## src/sv/lfcr_ram.sv

```systemverilog
module lfcr_ram #(
    parameter int DEPTH = 256,
    parameter int WIDTH = 8
) (
    input  logic                     i_clk,
    input  logic                     i_we,
    input  logic [$clog2(DEPTH)-1:0] i_waddr,
    input  logic [WIDTH-1:0]         i_wdata,
    input  logic [$clog2(DEPTH)-1:0] i_raddr,
    output logic [WIDTH-1:0]         o_rdata
);

    logic [WIDTH-1:0] r_mem [DEPTH];
    logic [WIDTH-1:0] r_rdata;

    always_ff @(posedge i_clk) begin
        if (i_we) begin
            r_mem[i_waddr] <= i_wdata;
        end
        r_rdata <= r_mem[i_raddr];
    end

    assign o_rdata = r_rdata;

endmodule

```

## config.mk

```make
export PLATFORM = sky130hd
export DESIGN_NAME = lfcr_ram
export DESIGN_NICKNAME = d
export VERILOG_FILES = /design/src/sv/lfcr_ram.sv
export SDC_FILE = /design/constraint.sdc
export NUM_CORES = 2
export LEC_CHECK = 0
export BUFFER_PORTS_ARGS = -buffer_cell sky130_fd_sc_hd__buf_2
export CORE_MARGIN = 2
export CORE_UTILIZATION = 55
export CTS_BUF_LIST = sky130_fd_sc_hd__clkbuf_4 sky130_fd_sc_hd__clkbuf_8 sky130_fd_sc_hd__clkbuf_16
export DETAILED_ROUTE_END_ITERATION = 12
export GPL_TIMING_DRIVEN = 1
export PLACE_DENSITY_LB_ADDON = 0.05
export SLEW_MARGIN = 20
export SYNTH_ARGS = -nofsm -noshare
export SYNTH_HDL_FRONTEND = slang
export SYNTH_SLANG_ARGS = --single-unit
```

## constraint.sdc

```tcl
create_clock -name i_clk -period 2.6 [get_ports i_clk]
set_input_delay 0.26 -clock i_clk [delete_from_list [all_inputs] [get_ports i_clk]]
set_output_delay 0.26 -clock i_clk [all_outputs]
set_load 0.005 [all_outputs]
```

==> summary.md <==
| Metric | Value |
|---|---|
| CTS Sinks | 2056 |
| Initial Util | 0.5538 |
| Status | complete, but fails checks |
| Fill cells | ~9.5k |
| Number of remaining DRC errors | 4 |
| Design area | roughly 0.094 mm2 |
| Arr. time, crit path | 3.32 ns |
| Unique masters post-synth | 55 |
| Worst slew margin | 0.3116 |
| RSZ-0062 raised after global routing | no |
| Placed cell areas | 0.08709 mm2 |
| Setup violators final | 1 |
| Final ANT Viol Nets | 0 |
| Worst setup SP type | flip-flop |
| First-pass GRT wire length | between 200 and 300 mm |
| Final wirelength | 202.6 mm |
| Mapped Area | 0.07956 mm2 |
| Top FF cell, synth | edfxtp_1 |
| CTS tree | built |
| Leakage | between 30 and 40 nW |
| Total CTS buffers | approximately 200 |
| NetSw | between 10 and 15 mW |
| Register area | around 0.062 mm2 |
| Final Hold Fails | 0 |
| Worst vdd ir | between 0.0005 and 0.0006 V |
| WHS | ~0.019 ns |
| Clock latency on the worst-skew pair | between 0.8 and 0.9 ns |
| Vias | roughly 41k |
| Top achievable clock speed | between 300 and 400 MHz |
| Number of synthesized flops with an enable pin | ~2k |
| Top Ports | 34 |
| Internal power | between 50 and 60 mW |
| Cells after Synth | approximately 3.7k |
| CP Data Required Time | ~3.3 ns |
| Pin count of the biggest net entering global routing | ~110 |
| Syn nets | between 3k and 4k |
| DR WL/cell | 31.18 um |
| Initial antenna violation count | 12 |
| Tightest Hold Check Type | primary input to flip-flop |
| Die H | 384.3 um |
| Final max-slew violation count | 0 |
| Post-DP HPWL | 132.4 mm |
| Largest area contributor in the netlist | edfxtp_1 |
| CORE AREA | approximately 0.14 mm2 |
| Async set-or-reset flop fraction in the synthesized netlist | 0 |
| Non-filler cells, final | between 6k and 7k |
| Logic pwr share | 0.056 |
| Top cell type's share of synthesized area | 0.7730 |
| Multi-input combinational cell area | 0.01651 mm2 |
| Worst Max-Slew Pin Slew | 1.029 ns |
| Die ar. | between 0.1 and 0.15 mm2 |
| Row cnt | 139 |
| Seq/Total Area, Yosys | 0.7750 |
| Clock root cell | clkbuf_16 |
| Layout cells sized above 1 | 0.3301 |
| P&R area growth vs syn | 17.72% |
| Drt initial violations | between 5k and 6k |
| Flop pwr share | 0.531 |
| Final Skew | 0.02363 ns |
| IO Port Bufs | 33 |
| Setup tns final | -0.005461 ns |
| Largest cells by area after synthesis | edfxtp_1, mux4_2, mux2i_1 |
| Yosys reg bits | 2056 |
| Clk slew on worst S/H paths | roughly 0.060 ns |
| Post-route setup slack | -0.005461 ns |
| Yosys warns | 0 |
| Via density | 6.355 |
| Pre-antenna DRT Iters | 10 |
| Fin crit share | 1.002 |
| Cells after DPL | 6126 |
| GRT Overall Usage | 0.2778 |
| Minimum clock period after layout | approximately 2.6 ns |
| Grt ovf | 0 |
| Total power | approximately 70 mW |
| Syn Area/Cell | ~21 um2 |
| Clock buffer depth | 3 |
| Setup crit end kind | flip-flop |
| Chip width | 384.3 um |
| Max-cap violation count | 0 |
| Fin util | 0.6520 |
| Switching Fraction | 0.2066 |
| Pre-CTS setup slack | -0.6501 ns |
| Vias in the first global route | about 42k |
| GP Congestion | a little under 0.9 |
| Max FO, Critical Path | 1 |
| Violated checks | design-rule violations, negative setup slack |
| # nets final | around 4.5k |
| Pwr/cell area | 735.7 mW/mm2 |
| Clock power frac | 0.413 |
| H-tree depth | 4 |
| Critical path type | flip-flop to flip-flop |
worst max-delay path, cell delays in order, from the launching register on:
cell and delay (ns):
edfxtp_1 0.36, mux4_2 0.49, a22o_1 0.24, a221oi_1 0.21, buf_4 0.17, o32ai_1 0.07
nor3_1 0.59, buf_4 0.29, nor4_1 0.07
layer usage:
| layer | up-vias | wire [um] | track usage |
|---|---|---|---|
| li1 | 17100 | - | - |
| met1 | 22000 | 81700 | 0.3999 |
| met2 | 1896 | 99420 | 0.4461 |
| met3 | 310 | 16090 | 0.04749 |
| met4 | 8 | 5382 | 0.07682 |
| met5 | - | 49 | 0 |
layout by cell type (no fill, tap or decap), drive strengths merged, types with 6 or more instances in the layout:
| cell | instances |
|---|---|
| o21ai | 12 |
| nor4 | 27 |
| o221ai | 47 |
| inv | 9 |
| mux2i | 134 |
| a221oi | 14 |
| clkinv | 86 |
| o22ai | 28 |
| mux4 | 456 |
| bufinv | 15 |
| o211ai | 10 |
| nor2 | 282 |
| a21oi | 96 |
| clkbuf | 265 |
| nand3 | 34 |
| nand2 | 33 |
| nand2b | 8 |
| buf | 715 |
| nand4 | 10 |
| and2 | 6 |
| a22o | 8 |
| dfxtp | 8 |
| edfxtp | 2048 |
| nor2b | 31 |
| a211oi | 16 |
| nor3 | 22 |
| a22oi | 133 |
what timing repair did:
item	CTS	global route
hold endpoints to repair	212	0
hold buffers	5	0
endpoints found under the setup margin	4	0
buffers inserted	0	0
resized for setup	4	0
path summary, 6_finish.rpt:
kind | slack, ns | endpoint | startpoint | cells past startpoint
worst max-delay path | -0.005 | o_rdata[3]$_DFF_P_ | r_mem[210][3]$_DFFE_PP_ | 8
worst min-delay path | 0.02 | r_mem[75][7]$_DFFE_PP_ | i_wdata[7] | 1
worst max register to register | -0.005 | o_rdata[3]$_DFF_P_ | r_mem[210][3]$_DFFE_PP_ | 8
worst min register to register | 1.10 | o_rdata[5]$_DFF_P_ | r_mem[54][5]$_DFFE_PP_ | 6
cell type report:
type                            count  share of cell area
Clock inverter                    111            0.009806
Inverter                            2          0.00008016
Timing Repair Buffer              728             0.07048
Multi-Input combinational cell   1442              0.1763
Sequential cell                  2056              0.6583
Clock buffer                      257             0.05950
Tap cell                         1903             0.02542
Antenna cell                        1          0.00002672
cell families after synthesis:
family,after synthesis,synth area share
flops,2056,0.7750
mux,591,0.1462
simple gates,466,0.02628
compound gates,385,0.03419
buf+inv,235,0.01831
registers in the layout (all words and copies together), names as in the netlist:
signal / flops
o_rdata: 8
r_mem: 2048
power by group through the flow:
stage	clock (mW)	sequential, mW	combinational, mW
floorplan	0	37.3	1.77
global placement	0	37.3	3.78
detailed placement	0	37.3	3.85
CTS	28.9	36.6	3.87
global route	30.1	36.6	4.05
finish	28.5	36.6	3.84
cells in the mapped netlist (3+ instances only):
| cell type | number |
|---|---|
| a211oi_1 | 16 |
| a21oi_1 | 96 |
| a221oi_1 | 13 |
| a22o_1 | 8 |
| a22oi_1 | 133 |
| and2_1 | 6 |
| buf_1 | 22 |
| buf_12 | 8 |
| buf_2 | 31 |
| buf_4 | 27 |
| buf_6 | 21 |
| buf_8 | 13 |
| clkbuf_1 | 111 |
| dfxtp_1 | 8 |
| edfxtp_1 | 2048 |
| mux2i_1 | 134 |
| mux4_2 | 454 |
| nand2_1 | 33 |
| nand2b_1 | 8 |
| nand3_1 | 34 |
| nand4_1 | 10 |
| nor2_1 | 282 |
| nor2b_1 | 31 |
| nor3_1 | 22 |
| nor4_1 | 24 |
| nor4_2 | 3 |
| o211ai_1 | 10 |
| o21ai_0 | 10 |
| o221ai_1 | 46 |
| o22a_1 | 5 |
| o22ai_1 | 28 |
| o32ai_1 | 4 |
| or2_2 | 4 |
Note: power is estimated with default switching activity, not from simulation.
